--- src/design/fpol_pkg.sv ---
// Shared types, constants and saturating Q16.16 arithmetic for the polarization update block.
`timescale 1ns / 1ps

package fpol_pkg;

  localparam int NODES        = 4096;
  localparam int ADDR_W       = $clog2(NODES);
  localparam int NEWTON_ITERS = 20;
  localparam int ITER_W       = $clog2(NEWTON_ITERS);
  localparam int ROW_W        = 96;

  localparam logic signed [31:0] Q_MAX   = 32'sh7FFF_FFFF;
  localparam logic signed [31:0] Q_MIN   = 32'sh8000_0000;
  localparam logic signed [31:0] THREE_Q = 32'sh0003_0000;

  typedef enum logic [2:0] {
    REG_ALPHA     = 3'd0,
    REG_BETA      = 3'd1,
    REG_WELL      = 3'd2,
    REG_GAIN      = 3'd3,
    REG_INV_DX    = 3'd4,
    REG_INV_DY    = 3'd5,
    REG_INV_DZ    = 3'd6,
    REG_ENABLES   = 3'd7
  } reg_idx_t;

  // How the back end treats a node.
  typedef enum logic [1:0] {
    K_SKIP  = 2'd0,
    K_CLEAR = 2'd1,
    K_RUN   = 2'd2
  } kind_t;

  typedef struct packed {
    logic               mode;
    logic [11:0]        node_index;
    logic signed [31:0] phi_center;
    logic signed [31:0] phi_x_minus;
    logic signed [31:0] phi_x_plus;
    logic signed [31:0] phi_y_minus;
    logic signed [31:0] phi_y_plus;
    logic signed [31:0] phi_z_minus;
    logic signed [31:0] phi_z_plus;
    logic [5:0]         neighbour_present;
    logic               in_ferro_region;
  } in_t;

  typedef struct packed {
    logic [11:0]        node_out;
    logic signed [31:0] pol_x;
    logic signed [31:0] pol_y;
    logic signed [31:0] pol_z;
    logic               updated;
  } out_t;

  typedef struct packed {
    logic signed [31:0] coef_alpha;
    logic signed [31:0] coef_beta;
    logic [30:0]        well_level;
    logic [30:0]        step_gain;
    logic [30:0]        inv_dx;
    logic [30:0]        inv_dy;
    logic [30:0]        inv_dz;
    logic [1:0]         enables;
  } cfg_t;

  // One classified node handed from the front end to the back end.
  typedef struct packed {
    kind_t             kind;
    logic              mode;
    logic [11:0]       node;
    logic [2:0][31:0]  e;
  } cmd_t;

  function automatic logic signed [31:0] sat33(input logic signed [32:0] s);
    logic signed [31:0] r;
    if (s[32] != s[31]) r = s[32] ? Q_MIN : Q_MAX;
    else r = s[31:0];
    return r;
  endfunction

  function automatic logic signed [31:0] qadd(input logic signed [31:0] a,
                                              input logic signed [31:0] b);
    logic signed [32:0] s;
    s = {a[31], a} + {b[31], b};
    return sat33(s);
  endfunction

  function automatic logic signed [31:0] qsub(input logic signed [31:0] a,
                                              input logic signed [31:0] b);
    logic signed [32:0] s;
    s = {a[31], a} - {b[31], b};
    return sat33(s);
  endfunction

  // Applies a sign to a magnitude and saturates to 32 bits.
  function automatic logic signed [31:0] sat_mag(input logic [47:0] m, input logic neg);
    logic signed [31:0] r;
    if (neg) begin
      if (m >= 48'h0000_8000_0000) r = Q_MIN;
      else r = -$signed(m[31:0]);
    end else begin
      if (m > 48'h0000_7FFF_FFFF) r = Q_MAX;
      else r = $signed(m[31:0]);
    end
    return r;
  endfunction

  function automatic logic [31:0] mag32(input logic signed [31:0] a);
    logic [31:0] r;
    r = a[31] ? 32'(-a) : 32'(a);
    return r;
  endfunction

  // Sign-magnitude product, magnitude truncated, then saturated.
  function automatic logic signed [31:0] qmul(input logic signed [31:0] a,
                                              input logic signed [31:0] b);
    logic [63:0] p;
    p = {32'd0, mag32(a)} * {32'd0, mag32(b)};
    return sat_mag(p[63:16], a[31] ^ b[31]);
  endfunction

endpackage

--- src/design/fpol_front.sv ---
// Front end: takes nodes, classifies them and forms the three field components.
`timescale 1ns / 1ps

module fpol_front (
  input  logic              clk,
  input  logic              rst_n,
  input  fpol_pkg::cfg_t    cfg,
  input  logic              clr_busy,
  input  logic              in_valid,
  output logic              in_stall,
  input  fpol_pkg::in_t     in_data,
  output logic              q_push,
  output fpol_pkg::cmd_t    q_data,
  input  logic              q_full
);

  typedef enum logic [3:0] {
    F_IDLE = 4'b0001,
    F_DIFF = 4'b0010,
    F_MUL  = 4'b0100,
    F_PUSH = 4'b1000
  } fstate_t;

  fstate_t            state_r, state_nxt;
  fpol_pkg::in_t      in_r, in_nxt;
  fpol_pkg::kind_t    kind_r, kind_nxt;
  logic [1:0]         axis_r, axis_nxt;
  logic signed [32:0] diff_r, diff_nxt;
  logic               half_r, half_nxt;
  logic               none_r, none_nxt;
  logic [2:0][31:0]   e_r, e_nxt;

  logic               accept;
  logic               active;
  logic signed [31:0] lo, hi;
  logic               has_lo, has_hi;
  logic [30:0]        inv;
  logic [32:0]        dmag;
  logic [63:0]        prod;
  logic [47:0]        scaled;
  logic               fneg;

  assign in_stall = (state_r != F_IDLE) || clr_busy;
  assign accept   = in_valid && !in_stall;
  assign active   = cfg.enables[0] && (in_data.mode || cfg.enables[1]);

  always_comb begin
    case (axis_r)
      2'd0: begin
        lo = in_r.phi_x_minus; hi = in_r.phi_x_plus;
        has_lo = in_r.neighbour_present[0]; has_hi = in_r.neighbour_present[1];
        inv = cfg.inv_dx;
      end
      2'd1: begin
        lo = in_r.phi_y_minus; hi = in_r.phi_y_plus;
        has_lo = in_r.neighbour_present[2]; has_hi = in_r.neighbour_present[3];
        inv = cfg.inv_dy;
      end
      2'd2: begin
        lo = in_r.phi_z_minus; hi = in_r.phi_z_plus;
        has_lo = in_r.neighbour_present[4]; has_hi = in_r.neighbour_present[5];
        inv = cfg.inv_dz;
      end
      default: begin
        lo = '0; hi = '0; has_lo = 1'b0; has_hi = 1'b0; inv = '0;
      end
    endcase
  end

  // Field magnitude is |d phi| * inv, halved for a central difference; the
  // sign is opposite to the potential difference.
  always_comb begin
    dmag   = diff_r[32] ? 33'(-diff_r) : 33'(diff_r);
    prod   = {31'd0, dmag} * {33'd0, inv};
    scaled = half_r ? {1'b0, prod[63:17]} : prod[63:16];
    fneg   = !diff_r[32] && (diff_r != '0);
  end

  always_comb begin
    state_nxt = state_r;
    in_nxt    = in_r;
    kind_nxt  = kind_r;
    axis_nxt  = axis_r;
    diff_nxt  = diff_r;
    half_nxt  = half_r;
    none_nxt  = none_r;
    e_nxt     = e_r;
    q_push    = 1'b0;
    unique case (state_r)
      F_IDLE: begin
        if (accept) begin
          in_nxt   = in_data;
          axis_nxt = 2'd0;
          e_nxt    = '0;
          if (!active) begin
            kind_nxt  = fpol_pkg::K_SKIP;
            state_nxt = F_PUSH;
          end else if (!in_data.in_ferro_region) begin
            kind_nxt  = fpol_pkg::K_CLEAR;
            state_nxt = F_PUSH;
          end else begin
            kind_nxt  = fpol_pkg::K_RUN;
            state_nxt = F_DIFF;
          end
        end
      end
      F_DIFF: begin
        half_nxt = has_lo && has_hi;
        none_nxt = !has_lo && !has_hi;
        if (has_lo && has_hi) diff_nxt = {hi[31], hi} - {lo[31], lo};
        else if (has_hi) diff_nxt = {hi[31], hi} - {in_r.phi_center[31], in_r.phi_center};
        else if (has_lo) diff_nxt = {in_r.phi_center[31], in_r.phi_center} - {lo[31], lo};
        else diff_nxt = '0;
        state_nxt = F_MUL;
      end
      F_MUL: begin
        e_nxt[axis_r] = none_r ? 32'd0 : fpol_pkg::sat_mag(scaled, fneg);
        if (axis_r == 2'd2) begin
          state_nxt = F_PUSH;
        end else begin
          axis_nxt  = axis_r + 2'd1;
          state_nxt = F_DIFF;
        end
      end
      F_PUSH: begin
        if (!q_full) begin
          q_push    = 1'b1;
          state_nxt = F_IDLE;
        end
      end
      default: state_nxt = F_IDLE;
    endcase
  end

  always_comb begin
    q_data.kind = kind_r;
    q_data.mode = in_r.mode;
    q_data.node = in_r.node_index;
    q_data.e    = e_r;
  end

  always_ff @(posedge clk) begin
    if (!rst_n) begin
      state_r <= F_IDLE;
    end else begin
      state_r <= state_nxt;
    end
  end

  always_ff @(posedge clk) begin
    in_r   <= in_nxt;
    kind_r <= kind_nxt;
    axis_r <= axis_nxt;
    diff_r <= diff_nxt;
    half_r <= half_nxt;
    none_r <= none_nxt;
    e_r    <= e_nxt;
  end

`ifndef ASSERT_OFF
  a_diff_only_run: assert property (@(posedge clk) disable iff (!rst_n)
    (state_r == F_DIFF) |-> (kind_r == fpol_pkg::K_RUN))
    else $error("field computed for a node that needs none");
  a_push_room: assert property (@(posedge clk) disable iff (!rst_n)
    q_push |-> !q_full)
    else $error("push into a full command queue");
  a_accept_busy: assert property (@(posedge clk) disable iff (!rst_n)
    accept |=> (state_r != F_IDLE))
    else $error("accepted transaction was not taken up");
`endif

endmodule

--- config.mk ---
export PLATFORM = sky130hd
export DESIGN_NAME = fpol_front
export DESIGN_NICKNAME = d
export VERILOG_FILES = /design/src/design/fpol_pkg.sv /design/src/design/fpol_front.sv
export SDC_FILE = /design/constraint.sdc
export NUM_CORES = 2
export LEC_CHECK = 0
export CAP_MARGIN = 20
export CORE_ASPECT_RATIO = 0.6
export CORE_MARGIN = 2
export CORE_UTILIZATION = 55
export CTS_BUF_LIST = sky130_fd_sc_hd__clkbuf_4 sky130_fd_sc_hd__clkbuf_8
export DETAILED_ROUTE_END_ITERATION = 10
export DONT_BUFFER_PORTS = 1
export PLACE_DENSITY = 0.74
export SYNTH_ARGS = -nofsm -noshare
export SYNTH_HDL_FRONTEND = slang
export SYNTH_SLANG_ARGS = --single-unit
export TNS_END_PERCENT = 20
--- constraint.sdc ---
create_clock -name clk -period 15.5 [get_ports clk]
set_clock_uncertainty 0.2 [all_clocks]
set_input_delay 0.775 -clock clk [delete_from_list [all_inputs] [get_ports clk]]
set_output_delay 0.775 -clock clk [all_outputs]
set_load 0.02 [all_outputs]
Word-level counts from Yosys, hierarchy flattened
Cells that the tools add are included.

word-level totals
  register bits = 382
  bits of input ports = 470

cells by class
  add/sub/neg operators = 6
  multiply operators = 1
  order comparisons = 4
  eq/ne operators = 10
  muxes and demuxes = 32
  reductions and logical operators = 19

operator list
  kind                                                                                   number
  32-bit two-way mux                                                                     6
  32-bit one-hot mux with 3 select lines                                                 2
  96-bit one-hot mux with 2 select lines                                                 1
  33-bit two-way mux                                                                     4
  32-bit by 32-bit subtractor with 33-bit output                                         3
  96-bit bitwise mux                                                                     1
  96-bit two-way mux                                                                     1
  31-bit one-hot mux with 3 select lines                                                 1
  32-bit demux with 2-bit select                                                         1
  33-bit by 31-bit multiplier with 64-bit output                                         1
  48-bit by 32-bit greater-or-equal comparator with 1-bit output, second input constant  1
  48-bit by 31-bit > comparator with 1-bit output, second input constant                 1
  48-bit two-way mux                                                                     1
  33-bit negation                                                                        1
  33-bit nonzero test                                                                    1
  32-bit negation                                                                        1
  4-bit two-way mux                                                                      5
  4-bit one-hot mux with 4 select lines                                                  1
  1-bit logical AND                                                                      6
  2-bit two-way mux                                                                      3
  2-bit inequality test, second input constant                                           3
  1-bit one-hot mux with 3 select lines                                                  2
  2-bit AND reduction                                                                    3
  4-bit by 1-bit == test with 1-bit output, second input constant                        1
  other kinds (16)                                                                       21

Longest topological paths before layout
  word-level depth = 11
  gate-level depth with buffers = 43
  mapped depth without buffers = 37

Worst setup path after synthesis
OpenSTA, ideal clock, no wires.

  path kind = register -> register
  start = register diff_r[0]
  end = register e_r, in the netlist q_data[16], data pin
  arrival = 11370 ps
  required time = 15036 ps
  setup slack = 3666 ps
  cell stages (with the launch flop) = 41
  period minus slack after synthesis = 11834 ps
  cells stage by stage = edfxtp_1 > clkbuf_1 > inv_1 > clkbuf_1 > ha_1 > nand2_1 > or3_1 > or3_1 > or3_1 > nor3_1 > nand2b_1 > xnor2_1 > clkbuf_1 > nand2_1 > fa_1 > fa_1 > fa_1 > fa_1 > [... 5 more ...] > fa_1 > inv_1 > ha_1 > clkbuf_1 > nand4_1 > or4_1 > nand2b_1 > o22ai_1 > nor3_1 > o21bai_1 > a21oi_1 > a221oi_1 > nand4_1 > or4_1 > clkbuf_1 > or4_1 > o21ai_1 > o21ai_0

on the way
  word-level cells in the longest chain between the ends = 11
  elaborated cells on any way between the ends = 16
  those cells by class = add/sub (2); mul (1); order compare (2); mux (9); reduce/logical (2)

RTL lines
  element                                                                        RTL line                          text
  start: declaration                                                             fpol_front.sv:28                  logic signed [32:0] diff_r, diff_nxt;
  start signal: assignment                                                       fpol_front.sv:154                 diff_r <= diff_nxt;
  33-bit negation                                                                fpol_front.sv:73                  dmag = diff_r[32] ? 33'(-diff_r) : 33'(diff_r);
  33-bit two-way mux                                                             fpol_front.sv:73
  33-bit by 31-bit multiplier with 64-bit output                                 fpol_front.sv:74                  prod = {31'd0, dmag} * {33'd0, inv};
  48-bit two-way mux                                                             fpol_front.sv:75                  scaled = half_r ? {1'b0, prod[63:17]} : prod[63:16];
  48-bit by 31-bit > comparator with 1-bit output, or another cell as far along  fpol_pkg.sv:103                   if (m > 48'h0000_7FFF_FFFF) r = Q_MAX;
  32-bit two-way mux (on tied branches)                                          fpol_pkg.sv:103, fpol_pkg.sv:100
  32-bit two-way mux (*)                                                         fpol_pkg.sv:99                    if (neg) begin
  32-bit two-way mux (*)                                                         fpol_front.sv:89                  unique case (state_r)
  32-bit two-way mux (*)                                                         fpol_front.sv:117                 e_nxt[axis_r] = none_r ? 32'd0 : fpol_pkg::sat_mag(scaled, fneg);
  96-bit bitwise mux (*)                                                         fpol_front.sv:117
  96-bit one-hot mux with 2 select lines (*)                                     fpol_front.sv:89
  end signal: assignment                                                         fpol_front.sv:157                 e_r <= e_nxt;
  end: declaration                                                               fpol_front.sv:31                  logic [2:0][31:0] e_r, e_nxt;

Mark *: on every way between the ends. The rest lies on a longest branch, timed or not. The select of a mux whose other input is x is not followed.
A chain may end at the register's enable or synchronous reset.

Worst setup path after layout
  start = register diff_r[10]
  end = register e_r, in the netlist q_data[16], data pin

The elaborated chain is that of the path after synthesis.

==> metrics.log <==
INFO  metric setup_violations = 0
INFO  metric ys.flop_type = edfxtp_1
INFO  metric buffers_from_clock_root_to_sink_at_most = 3
INFO  metric fillCellCount = 8005
INFO  metric clock_tree.htree_level_count = 2
INFO  metric cts_inserted_buffers = 59
INFO  metric path_clk_slew = 0.08 ns
INFO  metric met1_length = 77.5 mm
INFO  metric synth_fp_nets = 7494
INFO  metric footprint_of_the_flip_flops_and_latches = 11400 um^2
INFO  metric met2_length = 74.7 mm
INFO  metric die_x = 409 um
INFO  metric cp_data_arrival_time = 14.48 ns
INFO  metric clock_tree_from_tritoncts = done
INFO  metric initial_drc_count = 7129
INFO  metric worst_ep_required_time = roughly 16 ns
INFO  metric cts_repair_resize_count = 0
INFO  metric clk-insertion-delay-late = between 0.7 and 0.8 ns
INFO  metric global_route_wire_length_before_repair = 300 mm
INFO  metric synth_sequential_area_ratio = 0.211
INFO  metric sum_of_overflow_across_all_layers_after_global_routing = 0
INFO  metric dominant_combinational_cell_family_by_area_after_synthesis = adder cells
INFO  metric maxCapViolations = 0
INFO  metric yosys.area.top_type = fa_1
INFO  metric design.die.area = 101000 um^2
INFO  metric worst_setup_path_end_kind = flip-flop
INFO  metric post_detail_place_hpwl = 156 mm
INFO  metric final_slew_violations = 0
INFO  metric multi_input_comb_area = 38600 um^2
INFO  metric critical_path_peak_fanout = 20
INFO  metric cpPeakStageDelay = 0.88 ns
INFO  metric via_per_inst = 6.39
INFO  metric async_flop_share = 0
INFO  metric aggregate_negative_setup_slack = 0 ns
INFO  metric crit_type = reg -> reg
INFO  metric grt_start_max_net_pins = between 100 and 150
INFO  metric critical_path.slowest_cell = o41ai_1
INFO  metric met3WireLength = roughly 41 mm
INFO  metric timing.slew.headroom = 0.0655
INFO  metric hold_path.class = in -> reg
INFO  metric hold_path.startpoint = cfg[0]
INFO  metric cts_root_buf = clkbuf_8
INFO  metric globalRouteTotalUtil = 0.406
INFO  metric regToRegStartpoint = diff_r[10]$_DFFE_PN_
INFO  metric detailroute.via_count = approximately 47000
INFO  metric cts.repair_timing.setup_buffer_count = 0
INFO  metric route.detailed.drc = 2
INFO  metric antenna_found_initial = 11
INFO  metric yosys.area_share.xor_xnor = 0.0283
INFO  metric min_period_over_period = 0.922
INFO  metric ys_seq_elements = 382
INFO  metric detailedRoute.firstPassIterationCount = 11
INFO  metric wl = 204 mm
INFO  metric ant_nets = 0
INFO  metric period_needed = 14.29 ns
INFO  metric rr_endpoint = q_data[16]$_SDFFCE_PN0P_
INFO  metric num_rows = 89
INFO  metric synth_warnings = 0
INFO  metric max_freq = 0.0700 GHz
INFO  metric post_route_cells_drive_above_1_share = 0.0667
INFO  metric hold-worst-slack = ~0.068 ns
INFO  metric r2r_setup_slack = 1.21 ns
INFO  metric fp.dieH = between 200 and 250 um
INFO  metric floorplan.io_pins = ~580
INFO  metric grt_pass1_vias = 46700
INFO  metric wire_per_inst = approximately 28 um
INFO  metric rsz0062_at_grt = no
INFO  metric post_synth_inst_count = a little under 6000
INFO  metric run_status = complete, but fails checks
INFO  metric transition_at_the_pin_with_the_smallest_max_transition_slack = 1.40 ns
INFO  metric area_growth_syn_to_layout = 10.7%
INFO  metric synthMuxAreaShare = 0.00412
INFO  metric failed_checks = DRC
INFO  metric worst-r2r-cell-count = 34
INFO  metric number_of_clock_sinks = between 300 and 400
INFO  metric placer_s_final_routability_congestion_estimate = 1.06
INFO  metric synth_edf_count = 378
INFO  metric start_util = 0.553
INFO  metric timing.critical_path.max_delay_family = simple AND/OR/NAND/NOR gates
INFO  metric layout.nets = 7643
INFO  metric holdPathEnd = kind_r[0]$_SDFFCE_PN0P_
INFO  metric layout_common_cells = inv_1 (897), fa_1 (897), nand2_1 (801), nor2_1 (664), edfxtp_1 (378)
INFO  metric synth-simple-area-share = 0.146
INFO  metric synth_compound_area_frac = 0.111
INFO  metric synth_largest_type_area_fraction = 0.332
INFO  metric yosys.area_share.adder = 0.414
INFO  metric startpoint_type = flip-flop
INFO  metric ys_top_cells_by_area = fa_1 (33%), edfxtp_1 (21%), ha_1 (8.3%), inv_1 (6.2%), nand2_1 (5.6%)
INFO  metric path_buf_inv = 5
INFO  metric critical_path.most_common_cell = fa_1
INFO  metric synth.distinct_cells = 89
INFO  metric numPortBuffers = 0
INFO  metric mappedNetlistArea = around 54000 um^2
INFO  metric placeableCoreArea = 97900 um^2
INFO  metric syn_avg_cell_area = 9.38 um^2
INFO  metric final-hold-violation-count = 0
INFO  metric route.top_layer_used = met5
INFO  metric min_path_cells = 2
-- per-layer routing --
layer / up-vias / track usage
li1: 19200 / -
met1: 22800 / 0.548
met2: 4070 / 0.515
met3: 657 / 0.244
met4: 4 / 0.167
met5: - / 0.0110
-- sequential cells by signal, summed over array words and instances (netlist names) --
name,count
axis_r,2
diff_r,33
in_r,230
q_data,109
half_r,1
none_r,1
kind_r,2
state_r,4
-- how the worst max path moves through the flow --
stage / start / endpoint / slack (ns) / cells past startpoint
3_3_place_gp: diff_r[10]$_DFFE_PN_ / q_data[16]$_SDFFCE_PN0P_ / 1.99 / 31
2_1_floorplan: diff_r[0]$_DFFE_PN_ / q_data[16]$_SDFFCE_PN0P_ / 3.67 / 40
6_report: diff_r[10]$_DFFE_PN_ / q_data[16]$_SDFFCE_PN0P_ / 1.21 / 34
3_5_place_dp: diff_r[10]$_DFFE_PN_ / q_data[16]$_SDFFCE_PN0P_ / 1.78 / 32
4_1_cts: diff_r[10]$_DFFE_PN_ / q_data[16]$_SDFFCE_PN0P_ / 1.64 / 32
5_1_grt: diff_r[10]$_DFFE_PN_ / q_data[16]$_SDFFCE_PN0P_ / 0.67 / 32
-- cell type report --
cell class / instances / share of cell area
clock buffers: 74 / 0.0154
multi-input cells: 4188 / 0.644
diodes: 20 / 0.000835
well taps: 1319 / 0.0275
inverters: 899 / 0.0564
flip-flops and latches: 382 / 0.191
clock inverters: 35 / 0.00555
repair buffers: 389 / 0.0593
-- cell usage after synthesis (19+ instances only) --
cell      number
a211oi_1      22
a21o_1        46
a21oi_1      205
a221oi_1      19
a222oi_1      69
a22o_1        30
a31o_2        33
a31oi_1       54
and3_1        19
buf_1         21
clkbuf_1     262
edfxtp_1     378
fa_1         897
ha_1         357
inv_1        898
mux2i_1       20
nand2_1      802
nand2b_1      29
nand3_1       52
nand4_1       31
nor2_1       675
nor3_1        87
o21a_1        29
o21ai_0      177
o21bai_1      26
o31ai_1       25
or2_2         41
or3_1         28
xnor2_1       92
xor2_1        80
-- repair_timing --
action                                  in CTS  in global routing
hold endpoints to repair                   247                  0
endpoints found under the setup margin       0                  0
hold buffers                               245                  0
-- stage by stage --
stage	instance area (um^2)	worst slack, ns	std cells	util
global route	59900	0.671	7293	0.612
detailed placement	56100	1.78	6928	0.573
global placement	56100	1.99	6927	0.573
finish	59900	1.21	7306	0.612
CTS	59800	1.64	7282	0.611
floorplan	54100	3.67	5770	-
-- kinds of logic after synthesis --
| group | after synthesis |
|---|---|
| flops | 382 |
| fa+ha+maj | 1254 |
| compound gates | 882 |
| mux | 22 |
| buf+inv | 1200 |
| xor+xnor | 173 |
| simple gates | 1857 |
Power is left out: the tool's default activity adds up to more than one toggle a clock period on the data nets, which glitch-free logic cannot reach.
