===== src/design/fpol_pkg.sv =====
// Shared types, constants and saturating Q16.16 arithmetic for the polarization update block.
`timescale 1ns / 1ps

package fpol_pkg;

  localparam int NODES        = 4096;
  localparam int ADDR_W       = $clog2(NODES);
  localparam int NEWTON_ITERS = 20;
  localparam int ITER_W       = $clog2(NEWTON_ITERS);
  localparam int ROW_W        = 96;

  localparam logic signed [31:0] Q_MAX   = 32'sh7FFF_FFFF;
  localparam logic signed [31:0] Q_MIN   = 32'sh8000_0000;
  localparam logic signed [31:0] THREE_Q = 32'sh0003_0000;

  typedef enum logic [2:0] {
    REG_ALPHA     = 3'd0,
    REG_BETA      = 3'd1,
    REG_WELL      = 3'd2,
    REG_GAIN      = 3'd3,
    REG_INV_DX    = 3'd4,
    REG_INV_DY    = 3'd5,
    REG_INV_DZ    = 3'd6,
    REG_ENABLES   = 3'd7
  } reg_idx_t;

  // How the back end treats a node.
  typedef enum logic [1:0] {
    K_SKIP  = 2'd0,
    K_CLEAR = 2'd1,
    K_RUN   = 2'd2
  } kind_t;

  typedef struct packed {
    logic               mode;
    logic [11:0]        node_index;
    logic signed [31:0] phi_center;
    logic signed [31:0] phi_x_minus;
    logic signed [31:0] phi_x_plus;
    logic signed [31:0] phi_y_minus;
    logic signed [31:0] phi_y_plus;
    logic signed [31:0] phi_z_minus;
    logic signed [31:0] phi_z_plus;
    logic [5:0]         neighbour_present;
    logic               in_ferro_region;
  } in_t;

  typedef struct packed {
    logic [11:0]        node_out;
    logic signed [31:0] pol_x;
    logic signed [31:0] pol_y;
    logic signed [31:0] pol_z;
    logic               updated;
  } out_t;

  typedef struct packed {
    logic signed [31:0] coef_alpha;
    logic signed [31:0] coef_beta;
    logic [30:0]        well_level;
    logic [30:0]        step_gain;
    logic [30:0]        inv_dx;
    logic [30:0]        inv_dy;
    logic [30:0]        inv_dz;
    logic [1:0]         enables;
  } cfg_t;

  // One classified node handed from the front end to the back end.
  typedef struct packed {
    kind_t             kind;
    logic              mode;
    logic [11:0]       node;
    logic [2:0][31:0]  e;
  } cmd_t;

  function automatic logic signed [31:0] sat33(input logic signed [32:0] s);
    logic signed [31:0] r;
    if (s[32] != s[31]) r = s[32] ? Q_MIN : Q_MAX;
    else r = s[31:0];
    return r;
  endfunction

  function automatic logic signed [31:0] qadd(input logic signed [31:0] a,
                                              input logic signed [31:0] b);
    logic signed [32:0] s;
    s = {a[31], a} + {b[31], b};
    return sat33(s);
  endfunction

  function automatic logic signed [31:0] qsub(input logic signed [31:0] a,
                                              input logic signed [31:0] b);
    logic signed [32:0] s;
    s = {a[31], a} - {b[31], b};
    return sat33(s);
  endfunction

  // Applies a sign to a magnitude and saturates to 32 bits.
  function automatic logic signed [31:0] sat_mag(input logic [47:0] m, input logic neg);
    logic signed [31:0] r;
    if (neg) begin
      if (m >= 48'h0000_8000_0000) r = Q_MIN;
      else r = -$signed(m[31:0]);
    end else begin
      if (m > 48'h0000_7FFF_FFFF) r = Q_MAX;
      else r = $signed(m[31:0]);
    end
    return r;
  endfunction

  function automatic logic [31:0] mag32(input logic signed [31:0] a);
    logic [31:0] r;
    r = a[31] ? 32'(-a) : 32'(a);
    return r;
  endfunction

  // Sign-magnitude product, magnitude truncated, then saturated.
  function automatic logic signed [31:0] qmul(input logic signed [31:0] a,
                                              input logic signed [31:0] b);
    logic [63:0] p;
    p = {32'd0, mag32(a)} * {32'd0, mag32(b)};
    return sat_mag(p[63:16], a[31] ^ b[31]);
  endfunction

endpackage


===== src/design/fpol_queue.sv =====
// Two-entry command queue between the front end and the back end.
`timescale 1ns / 1ps

module fpol_queue (
  input  logic             clk,
  input  logic             rst_n,
  input  logic             push,
  input  fpol_pkg::cmd_t   push_data,
  input  logic             pop,
  output fpol_pkg::cmd_t   head,
  output logic             full,
  output logic             empty
);

  fpol_pkg::cmd_t entry_r [2];
  logic           wr_ptr_r, wr_ptr_nxt;
  logic           rd_ptr_r, rd_ptr_nxt;
  logic [1:0]     count_r, count_nxt;

  always_comb begin
    wr_ptr_nxt = push ? ~wr_ptr_r : wr_ptr_r;
    rd_ptr_nxt = pop ? ~rd_ptr_r : rd_ptr_r;
    count_nxt  = count_r + 2'(push) - 2'(pop);
  end

  always_ff @(posedge clk) begin
    if (!rst_n) begin
      wr_ptr_r <= 1'b0;
      rd_ptr_r <= 1'b0;
      count_r  <= 2'd0;
    end else begin
      wr_ptr_r <= wr_ptr_nxt;
      rd_ptr_r <= rd_ptr_nxt;
      count_r  <= count_nxt;
    end
  end

  always_ff @(posedge clk) begin
    if (push) begin
      entry_r[wr_ptr_r] <= push_data;
    end
  end

  assign head  = entry_r[rd_ptr_r];
  assign full  = (count_r == 2'd2);
  assign empty = (count_r == 2'd0);

endmodule


===== config.mk =====
export PLATFORM = sky130hd
export DESIGN_NAME = fpol_queue
export DESIGN_NICKNAME = d
export VERILOG_FILES = /design/src/design/fpol_pkg.sv /design/src/design/fpol_queue.sv
export SDC_FILE = /design/constraint.sdc
export NUM_CORES = 1
export LEC_CHECK = 0
export BUFFER_PORTS_ARGS = -buffer_cell sky130_fd_sc_hd__buf_2
export CAP_MARGIN = 30
export CORE_MARGIN = 1
export CORE_UTILIZATION = 40
export DETAILED_ROUTE_END_ITERATION = 10
export GPL_TIMING_DRIVEN = 0
export HOLD_SLACK_MARGIN = 0.12
export PLACE_DENSITY = 0.71
export SLEW_MARGIN = 20
export SYNTH_ARGS = -nofsm -noshare
export SYNTH_HDL_FRONTEND = slang
export SYNTH_SLANG_ARGS = --single-unit

===== constraint.sdc =====
create_clock -name clk -period 6.66 [get_ports clk]
set_clock_uncertainty 0.1 [all_clocks]
set_input_delay 0.999 -clock clk [delete_from_list [all_inputs] [get_ports clk]]
set_output_delay 0.999 -clock clk [all_outputs]
set_load 0.01 [all_outputs]

Yosys cells after proc, flatten, opt, wreduce, memory -nomap -nowiden
Memories as Yosys holds them, arrays and structs flattened. A register that Yosys moved wholly into a read port is not among the register bits.
Index checks and enable logic that the tools add are counted.
Storage, ports and cells
  bits in registers: 4
  output and inout port bits: 113
  RAM bits: 222
  input bits: 115
  memories kept: 1
  logic and storage cells: 14
Operators by class
  reductions and logical operators: 1
  bitwise operators: 2
  multiplexer cells: 4
  $add $sub $neg: 2
  equality and inequality tests: 1
Memory list
  entry_r: depth 2, width 111, rd ports 1, clocked after Yosys merged registers in 1, wr ports 1, line fpol_queue.sv:15  | fpol_pkg::cmd_t entry_r [2];
Operator list (number)
  1-bit 2-to-1 mux: 4
  2-bit by 1-bit adder with 2-bit output: 1
  2-bit == test (second input constant): 1
  2-bit logical NOT: 1
  1-bit NOT: 2
  2-bit by 1-bit subtractor with 2-bit output: 1

Logic depth before layout (Yosys ltp)
Gate-level depths: netlist of run 1.
  depth in word-level cells: 3
  depth in mapped cells: 6
  depth with buffers taken out: 6

Worst setup path after synthesis of run 1
No wires, ideal clock.
  kind: input to register
  from: in push
  to: mem entry_r[0][0] (netlist name) (enable)
  stages on the path: 1
  buffers on the path: 0
  data required time: 5.964 ns
  setup time: 0.596 ns
  data arrival time: 5.852 ns
  path slack: 0.112 ns
  path through: nor2b_1
Between the ends
  cells in the longest elaborated chain, start to end: 2
Ends and longest elaborated chain
  start, declared: line fpol_queue.sv:7  | input logic push,
  1-bit 2-to-1 mux: line fpol_queue.sv:39  | if (push) begin
  1-bit 2-to-1 mux (not written as such): line fpol_queue.sv:40  | entry_r[wr_ptr_r] <= push_data;
  end, declared: line fpol_queue.sv:15
No other way between the ends.

==> results.md, run 1 <==
- Post-Syn Area per Cell: 22.6 um^2
- Fmax: 0.349 GHz
- Unrepaired setup endpoints after global routing: no
- Syn Inst Count: approximately 370
- Clock sinks: approximately 230
- Maximum vdd ir drop: 0.193 mV
- Slowest stage delay, CP: around 350 ps
- CP bufs+invs: 3
- Setup TNS: 0 ps
- Syn nets: ~480
- Outcome: complete, no violations
- Drt total wl: roughly 15000 um
- Min-delay worst type: register to register
- Vias per cell: between 4 and 5
- Largest net degree at the start of global routing: 53
- Sequential Power Share: 0.505
- Slowest-stage cell, CP: dfxtp_1
- Die height: around 150 um
- Gr usage total: 0.146
- Chip Width: roughly 150 um
- Post-DP HPWL: 10700 um
- Core Box Area: between 20000 and 25000 um^2
- CP startpoint kind: register
- CTS clk-pin slew, worst paths: 70 ps
- Die footprint: between 20000 and 25000 um^2
- Post-CTS Setup Bufs: 0
- CP Data Required Time: 5560 ps
- Crit-path most repeated cell: buf_6
- # port buffers: between 200 and 250
- Sw Share: 0.213
- CTS tree: done
- Synthesis-stage register bit count: 227
- Final hold vios: 0
- Area grow syn2layout: 29.5%
- Critical-path cell list: buf_6 > buf_6 > mux2_2 > buf_2
- Sequential element share of the synthesized area: 0.819
- Routability cong.: between 0.7 and 0.8
- DR vias: between 4000 and 5000
- Post-CTS Resized: 0
- DR iter-0 viols: 137
- H-tree levels: 1
- Vias in the first global route: about 4700
- DRT Pass-1 Iters: 4
- Num CTS Buffers: 24
- Initial Util: 0.408
- Cell Int Power: 0.00260 W
- Fin nets: approximately 740
- CP Class: register to output pin
- Synth Warn #: 0
- CTS Hold Buffers Added: 0
- Fin util: 0.529
- Clock latency on the worst-skew pair: between 500 and 600 ps
- Post-DRT Antenna Nets: 0
- CP max FO: 10
- Slew @ Worst Pin: approximately 470 ps
- Root buffer cell: clkbuf_16
- DRC Markers: 0
- Logic pwr share: 0.106
- Final period util: 0.431
- Clk network pwr share: 0.389
- Max Root-Sink Buffers: 3
- Distinct cell type count after synthesis: 13
- Period minus WS final: between 2000 and 3000 ps
- Rows: between 50 and 60
- First-pass GRT wire length: 24300 um
- Initial antenna violation count: 2
- Max Cap Violations: 0
- Grt ovf: 0
- Cell area after synthesis: 8260 um^2
- CP endpoint kind: output pin
- Worst path top cell family by delay: buffers and inverters
- # setup viols final: 0
- Layout cells sized above 1: 0.616
- Power density over cell area: a little over 300 nW/um^2
- Switch Pwr: just over 0.0007 W
- CP Data Arrival Time: ~1800 ps
- Leak Pwr: between 4 and 5 nW
- Slew Limit Fails: 0
- Ports: 228
- Relative slew margins: 0.688
- Post-DR wirelength/cell: 16.9 um
## worst min-delay path: cells and delay by family (launching register included)
kind	cells	cell delay, ps
xor+xnor	1	80
flops	1	340
simple gates	1	150
## cell families (layout without fill, tap and decap cells)
kind of cell / Yosys count / after routing / synth area share
xor+xnor: 2 / 2 / 0.00379
buf+inv: 14 / 292 / 0.0157
fa+ha+maj: 2 / 2 / 0.00303
mux: 111 / 111 / 0.151
other cells: 0 / 1 / 0
simple gates: 9 / 9 / 0.00651
flops: 227 / 227 / 0.819
compound gates: 1 / 1 / 0.000909
## worst paths after layout
path	from	end	slack [ps]	depth (start not counted)
worst min-delay path	rd_ptr_r$_SDFFE_PN0P_	register	510	2
worst max register to register	wr_ptr_r$_SDFFE_PN0P_	entry_r[0][56]$_DFFE_PP_	4820	4
worst min register to register	rd_ptr_r$_SDFFE_PN0P_	register	510	2
worst max-delay path	register	head[27]	3790	4
## power by group through the flow
stage	logic, W	clock network (W)	registers, W
6_report	0.000350	0.00129	0.00167
3_3_place_gp	0.000328	0	0.00171
2_1_floorplan	0.000193	0	0.00170
3_5_place_dp	0.000355	0	0.00170
5_1_grt	0.000379	0.00138	0.00168
4_1_cts	0.000357	0.00133	0.00167
## cell usage in the layout (no fill, tap or decap), types with 3 or more instances in the layout
cell and instances:
mux2_2 111, clkinv_2 7, buf_16 5, and2_1 3, edfxtp_1 222, clkbuf_1 4, nor2b_1 3, dfxtp_1 5
buf_6 10, clkbuf_16 25, buf_2 229
## metrics by stage
step	power (W)	setup slack, ps	std cells	hold slack [ps]	cell area (um^2)
2_1_floorplan	0.00190	112	366	455	8260
3_3_place_gp	0.00204	-2350	863	469	9740
3_5_place_dp	0.00206	4010	870	511	9920
4_1_cts	0.00335	3730	914	515	10700
5_1_grt	0.00343	3680	914	548	10700
6_report	0.00331	3790	915	509	10700
## cells in the mapped netlist (all sizes together)
master  number  area [um^2]
and2         4         25.0
mux2       111         1250
o21a         1         7.51
nor2b        4         25.0
dfxtp        5          100
nor2         1         3.75
inv          2         7.51
ha           2         25.0
xnor3        1         22.5
xor2         1         8.76
edfxtp     222         6670
buf         12          123
## metal layers
layer	vias up	GRT usage	share of wire
met5	-	0	0.00084
met4	2	0.0474	0.030
met3	38	0.0483	0.076
met2	154	0.267	0.52
met1	2078	0.160	0.37
li1	1972	-	-
## state kept, by name, indices dropped and copies added, names as in the netlist, named ones only
name      flops
rd_ptr_r      1
count_r       2
wr_ptr_r      1
entry_r     222
## layout make-up
cell class | count | area (um^2)
Clock inverter | 14 | 126
Multi-Input combinational cell | 125 | 1380
Sequential cell | 227 | 6770
Tap cell | 270 | 338
Inverter | 2 | 7.51
Timing Repair Buffer | 234 | 1310
Buffer | 12 | 123
Fill cell | 1625 | 9530
Clock buffer | 30 | 654
Antenna cell | 1 | 2.50
No activity file was read; power rests on OpenSTA's default activity.
==> run 2: changes to the inputs <==
Settings changed: ABC_AREA set to 1, PLACE_DENSITY 0.71 to 0.69.
Clock period 6.66 ns to 2.66 ns, I/O delays scaled along.
==> run 2 against run 1 <==
  * Die area unchanged
  * Clock-buffer cell count grew 2
  * Clock power is 150% higher
  * Core utilization is 5.6 points higher
  * Sequential power rose to 2.5 times the previous value
  * Sequential share of layout area decreased by 6.1 points
  * Cell count increased by 14%
  * First-iteration DRC count rose by 31%
  * Sequential cell count did not move
  * Global-route usage up 1.6 points
  * Non-clock buffer count grew 115
  * Critical path depth unchanged
  * Critical path type unchanged
  * Highest routed layer is now met4
==> results.md, run 2 <==
- Commonest cells after routing, fill and taps aside: 229 x buf_2, 222 x edfxtp_1, 114 x dlygate4sd3_1, 111 x mux2_2, 25 x clkbuf_16
- Sequential element share of the synthesized area: 0.819
- Hold wc startpoint: rd_ptr_r$_SDFFE_PN0P_
- Largest register FFs: between 200 and 250
- Fin nets: 870
- ANT cells: 0
- Clock latency on the worst-skew pair: roughly 500 ps
- Max Root-Sink Buffers: 3
- Clock sinks: approximately 230
- Cell area after synthesis: 8260 um^2
- Final worst setup slack: 391 ps
- Post-CTS Setup Bufs: 0
- CP startpoint kind: register
- CTS clk-pin slew, worst paths: roughly 60 ps
- Post-DR wirelength/cell: about 16 um
- Top-count cell post-synth: edfxtp_1
- Layout cells sized above 1: 0.514
- Core Box Area: around 20000 um^2
- Rows: 52
- Min-delay worst type: register to register
- Power density over cell area: about 700 nW/um^2
- DR vias: a little under 5000
- Top cells by area, synth: edfxtp_1 81%, mux2_2 15%, buf_6 1.4%
- Unrepaired setup endpoints after global routing: no
- Synth cell count leaders: 222 x edfxtp_1, 111 x mux2_2, 10 x buf_6
- Cell Int Power: approximately 0.0066 W
- Post-DRT Antenna Nets: 0
- Relative slew margins: 0.624
- Placed Cells: 883
- Switch Pwr: 0.00176 W
- Num CTS Buffers: 24
- XOR/XNOR Fraction of Synth Area: 0
- FF-to-FF End: entry_r[1][61]$_DFFE_PP_
- Final period util: 0.853
- Root buffer cell: clkbuf_16
- CP endpoint kind: output pin
- Largest area contributor in the netlist: edfxtp_1
- CP max FO: 10
- Largest net degree at the start of global routing: 35
- Synthesis-stage register bit count: 227
- Final hold vios: 0
- Vias in the first global route: roughly 5400
- Fillers: 1500
- Yosys top cell area share: 0.807
- # port buffers: between 200 and 250
- Ports: between 200 and 250
- Synth Warn #: 0
- Most common cell after layout, fill and taps aside: buf_2
- CP Data Required Time: approximately 2200 ps
- Distinct cell type count after synthesis: 11
- Max Cap Violations: 0
- Sequential Power Share: 0.503
- R2R Path Start: wr_ptr_r$_SDFFE_PN0P_
- Post-Syn Area per Cell: 21.9 um^2
- Compound-Gate Fraction of Synth Area: 0.000606
- DR iter-0 viols: ~180
- Maximum vdd ir drop: between 0.6 and 0.7 mV
- Chip Width: about 150 um
- # setup viols final: 0
- Syn Inst Count: ~380
- Leak Pwr: around 4.5 nW
- Grt ovf: 0
- Routability cong.: approximately 0.73
- Period minus WS final: roughly 2300 ps
- Slew @ Worst Pin: about 560 ps
- Storage cell area: 6770 um^2
- Adder-cell share of the synthesized area: 0.00303
- Final hold slack: approximately 400 ps
- Initial Util: 0.408
- Post-synth EDFFs: ~220
- Gr usage total: 0.162
- Asr flop ratio synth: 0
- Largest Register: entry_r
- Die footprint: between 20000 and 25000 um^2
- Drt total wl: 17100 um
- R2R cell count: 4
- Top FF cell, synth: edfxtp_1
- Vias per cell: ~4.6
- Total power: around 0.0083 W
- Largest family of logic cells by synthesized area: multiplexers
- Slew Limit Fails: 0
- CTS tree: done
- Post-DP HPWL: 10600 um
- CP Data Arrival Time: 1770 ps
- Post-Synth Simple-Gate Area: 0.00833
- Multi-input gate area: 1360 um^2
- Biggest regs: entry_r: 222 flops, count_r: 2 flops
- R2R setup slack: 750 ps
- Syn nets: approximately 500
- Area grow syn2layout: 43.2%
- H-tree levels: 1
- Post-synthesis mux area share: 0.151
- Clk network pwr share: 0.387
- CP Class: register to output pin
- Finished Layout Cells: ~1000
- Worst hold stages: 2
- DRT Pass-1 Iters: 4
- Die height: roughly 150 um
- Logic pwr share: 0.110
- First-pass GRT wire length: around 27000 um
- DRC Markers: 0
- Outcome: complete, no violations
- Fmax: 0.441 GHz
- Initial antenna violation count: 0
- Sw Share: 0.212
- Setup WS pre-CTS: 540 ps
run 2: kinds of logic (layout without fill, tap and decap cells):
logic type	Yosys count	in the layout
flops	227	227
mux	111	111
buf+inv	19	412
simple gates	18	18
fa+ha+maj	2	2
compound gates	1	1
run 2: worst max path at each step:
stage | cells after the start | endpoint | slack (ps)
CTS | 4 | head[47] | 340
floorplan | 2 | entry_r[1][0]$_DFFE_PP_ | 30
global placement | 3 | entry_r[1][86]$_DFFE_PP_ | -960
finish | 4 | head[41] | 390
detailed placement | 5 | entry_r[1][85]$_DFFE_PP_ | 540
global route | 4 | head[41] | 280
run 2: worst max-delay path: stages, from the launching register on:
cell	delay, ps
dfxtp_1	360
buf_6	210
buf_6	190
mux2_2	340
buf_2	150
run 2: per-stage QoR:
step | utilization | TNS (ps) | instance area, um^2
2_1_floorplan | - | 0 | 8280
3_3_place_gp | 0.482 | -198970 | 9750
3_5_place_dp | 0.490 | 0 | 9920
4_1_cts | 0.585 | 0 | 11800
5_1_grt | 0.585 | 0 | 11800
6_report | 0.585 | 0 | 11800
run 2: cell type report:
cell class | instances | share of cell area
inverter | 7 | 0.00254
tap | 270 | 0.0285
multi-input combinational | 132 | 0.115
clock inverter | 12 | 0.00930
sequential | 227 | 0.572
timing repair buffer | 349 | 0.207
clock buffer | 32 | 0.0559
buffer | 12 | 0.0104
run 2: repair_timing:
| action | in CTS | in global routing |
|---|---|---|
| endpoints found under the hold margin | 227 | 0 |
| gates resized for setup | 0 | 0 |
| hold buffers | 114 | 0 |
run 2: per-layer routing:
metal	vias up	wire, um	track usage
li1	2233	-	-
met1	2369	6610	0.182
met2	185	8880	0.300
met3	41	1080	0.0423
met4	0	501	0.0495
met5	-	0	0
run 2: power groups by stage:
stage / combinational, W / sequential [W] / clock (W)
after CTS: 0.000924 / 0.00419 / 0.00330
final: 0.000920 / 0.00419 / 0.00322
after global routing: 0.000993 / 0.00420 / 0.00345
after detailed placement: 0.000788 / 0.00426 / 0
after floorplan: 0.000415 / 0.00425 / 0
after global placement: 0.000724 / 0.00426 / 0
==> run 3: changes to the inputs <==
Settings changed: CORE_UTILIZATION 40 to 52, PLACE_DENSITY 0.69 to 0.84.
==> run 3 against run 2 <==
  * First-iteration DRC count rose by 30%
  * Core utilization rose by 17 points
  * Non-clock buffer count fell by 1
  * Total power fell by 3.7%
  * Clock power fell by 9.9%
  * Via count rose by 0.79%
  * Critical endpoint is now head[66]
  * Largest cell class unchanged
  * Highest routed layer unchanged
==> results.md, run 3 (same netlist as run 2, synthesis figures left out) <==
- Worst hold stages: 2
- Post-placement cell area: 9840 um^2
- Largest Register: entry_r
- Post-DR wirelength/cell: 18.1 um
- Chip Width: 128 um
- Post-CTS Resized: 0
- Slew Limit Fails: 0
- Cell Int Power: 0.00630 W
- First-pass GRT wire length: roughly 27000 um
- Switch Pwr: 0.00172 W
- Outcome: complete, no violations
- Min-delay worst type: register to register
- Final hold vios: 0
- CTS tree: done
- Largest register FFs: 222
- Setup TNS: 0 ps
- Fin nets: 868
- CP Data Required Time: about 2200 ps
- CP endpoint kind: output pin
- Die footprint: ~16000 um^2
- Unrepaired setup endpoints after global routing: no
- Max Cap Violations: 0
- Core Box Area: roughly 15000 um^2
- CP max FO: 10
- CP Data Arrival Time: 1760 ps
- Drt total wl: approximately 18000 um
- # port buffers: 227
- Power density over cell area: between 600 and 700 nW/um^2
- Leak Pwr: about 4.5 nW
- Commonest cells after routing, fill and taps aside: 229 x buf_2, 222 x edfxtp_1, 114 x dlygate4sd3_1, 111 x mux2_2, 23 x clkbuf_16
- DR vias: around 5000
- Root buffer cell: clkbuf_16
- Design Area, Final: between 10000 and 15000 um^2
- DR iter-0 viols: about 230
- DRC Markers: 0
- Post-CTS Setup Bufs: 0
- Die height: approximately 130 um
- CP Class: register to output pin
- Gr usage total: 0.217
- Sw Share: 0.215
- DRT Pass-1 Iters: 4
- Logic pwr share: 0.116
- Max Root-Sink Buffers: 3
- Setup WS pre-CTS: 567 ps
- H-tree levels: 1
- Final worst setup slack: between 400 and 500 ps
- Post-DRT Antenna Nets: 0
- Largest net degree at the start of global routing: 36
- Routability cong.: roughly 0.70
- Maximum vdd ir drop: approximately 0.59 mV
- Sequential Power Share: 0.523
- Initial Util: 0.538
- Relative slew margins: 0.456
- Biggest regs: entry_r: 222 flops, count_r: 2 flops
- Most common cell after layout, fill and taps aside: buf_2
- CTS clk-pin slew, worst paths: roughly 60 ps
- Fmax: 0.443 GHz
- Grt ovf: 0
- CP startpoint kind: register
- Area grow syn2layout: 41.0%
- Layout cells sized above 1: 0.506
- Total power: 0.00802 W
- Fin util: 0.758
- Vias per cell: ~5.0
- CTS Hold Buffers Added: between 100 and 150
- Num CTS Buffers: 23
- Period minus WS final: around 2300 ps
- Post-DP HPWL: 10300 um
- R2R setup slack: between 700 and 800 ps
- Fillers: 857
- Slew @ Worst Pin: about 810 ps
- Clock latency on the worst-skew pair: around 490 ps
- # setup viols final: 0
- Ports: 228
- Rows: 45
- R2R cell count: 3
- Initial antenna violation count: 1
- Vias in the first global route: 5344
- Final period util: 0.849
- Clock sinks: 227
- Clk network pwr share: 0.361
## run 3: cell types whose count changed in the layout (fill, tap and decap cells not counted)
cell / change
clkinv_2: -3
buf_16: +1
buf_12: -2
clkinvlp_4: -1
clkbuf_1: -1
clkbuf_8: -1
diode_2: +1
bufinv_16: -1
clkbuf_16: -2
clkinv_1: +4
## run 3: final cells by class
type / instances / area [um^2] / share of cell area
Tap cell: 211 / 264 / 0.0227
Clock inverter: 11 / 72.6 / 0.00623
Multi-Input combinational cell: 132 / 1360 / 0.116
Sequential cell: 227 / 6770 / 0.581
Inverter: 7 / 30.0 / 0.00258
Clock buffer: 28 / 594 / 0.0510
Buffer: 12 / 123 / 0.0105
Timing Repair Buffer: 348 / 2440 / 0.209
Antenna cell: 1 / 2.50 / 0.000215
## run 3: worst max-delay path: stages, from the launching register on
cell and delay, ps:
dfxtp_1 360, buf_6 210, buf_6 190, mux2_2 350
buf_2 150
## run 3: final timing paths
kind / end / start
worst max register to register: entry_r[0][24]$_DFFE_PP_ / wr_ptr_r$_SDFFE_PN0P_
worst min register to register: register / rd_ptr_r$_SDFFE_PN0P_
worst max-delay path: head[66] / register
worst min-delay path: register / rd_ptr_r$_SDFFE_PN0P_
## run 3: metal layers
| metal | routed length, um | vias up | GRT usage | part of all wire |
|---|---|---|---|---|
| met1 | 6790 | 2406 | 0.249 | 0.38 |
| met4 | 335 | 0 | 0.0630 | 0.019 |
| li1 | - | 2228 | - | - |
| met5 | 0 | - | 0 | 0 |
| met3 | 1190 | 28 | 0.0509 | 0.067 |
| met2 | 9350 | 204 | 0.402 | 0.53 |
## run 3: metrics by stage
stage / hold slack (ps) / cells
6_report: 417 / 977
5_1_grt: 442 / 977
4_1_cts: 406 / 976
3_5_place_dp: 391 / 823
3_3_place_gp: 375 / 816
2_1_floorplan: 363 / 378
## run 3: power by group through the flow
stage	logic, W	registers, W	clock network (W)
global route	0.000993	0.00420	0.00309
global placement	0.000717	0.00426	0
finish	0.000932	0.00419	0.00290
detailed placement	0.000780	0.00426	0
CTS	0.000919	0.00419	0.00293
floorplan	0.000415	0.00425	0
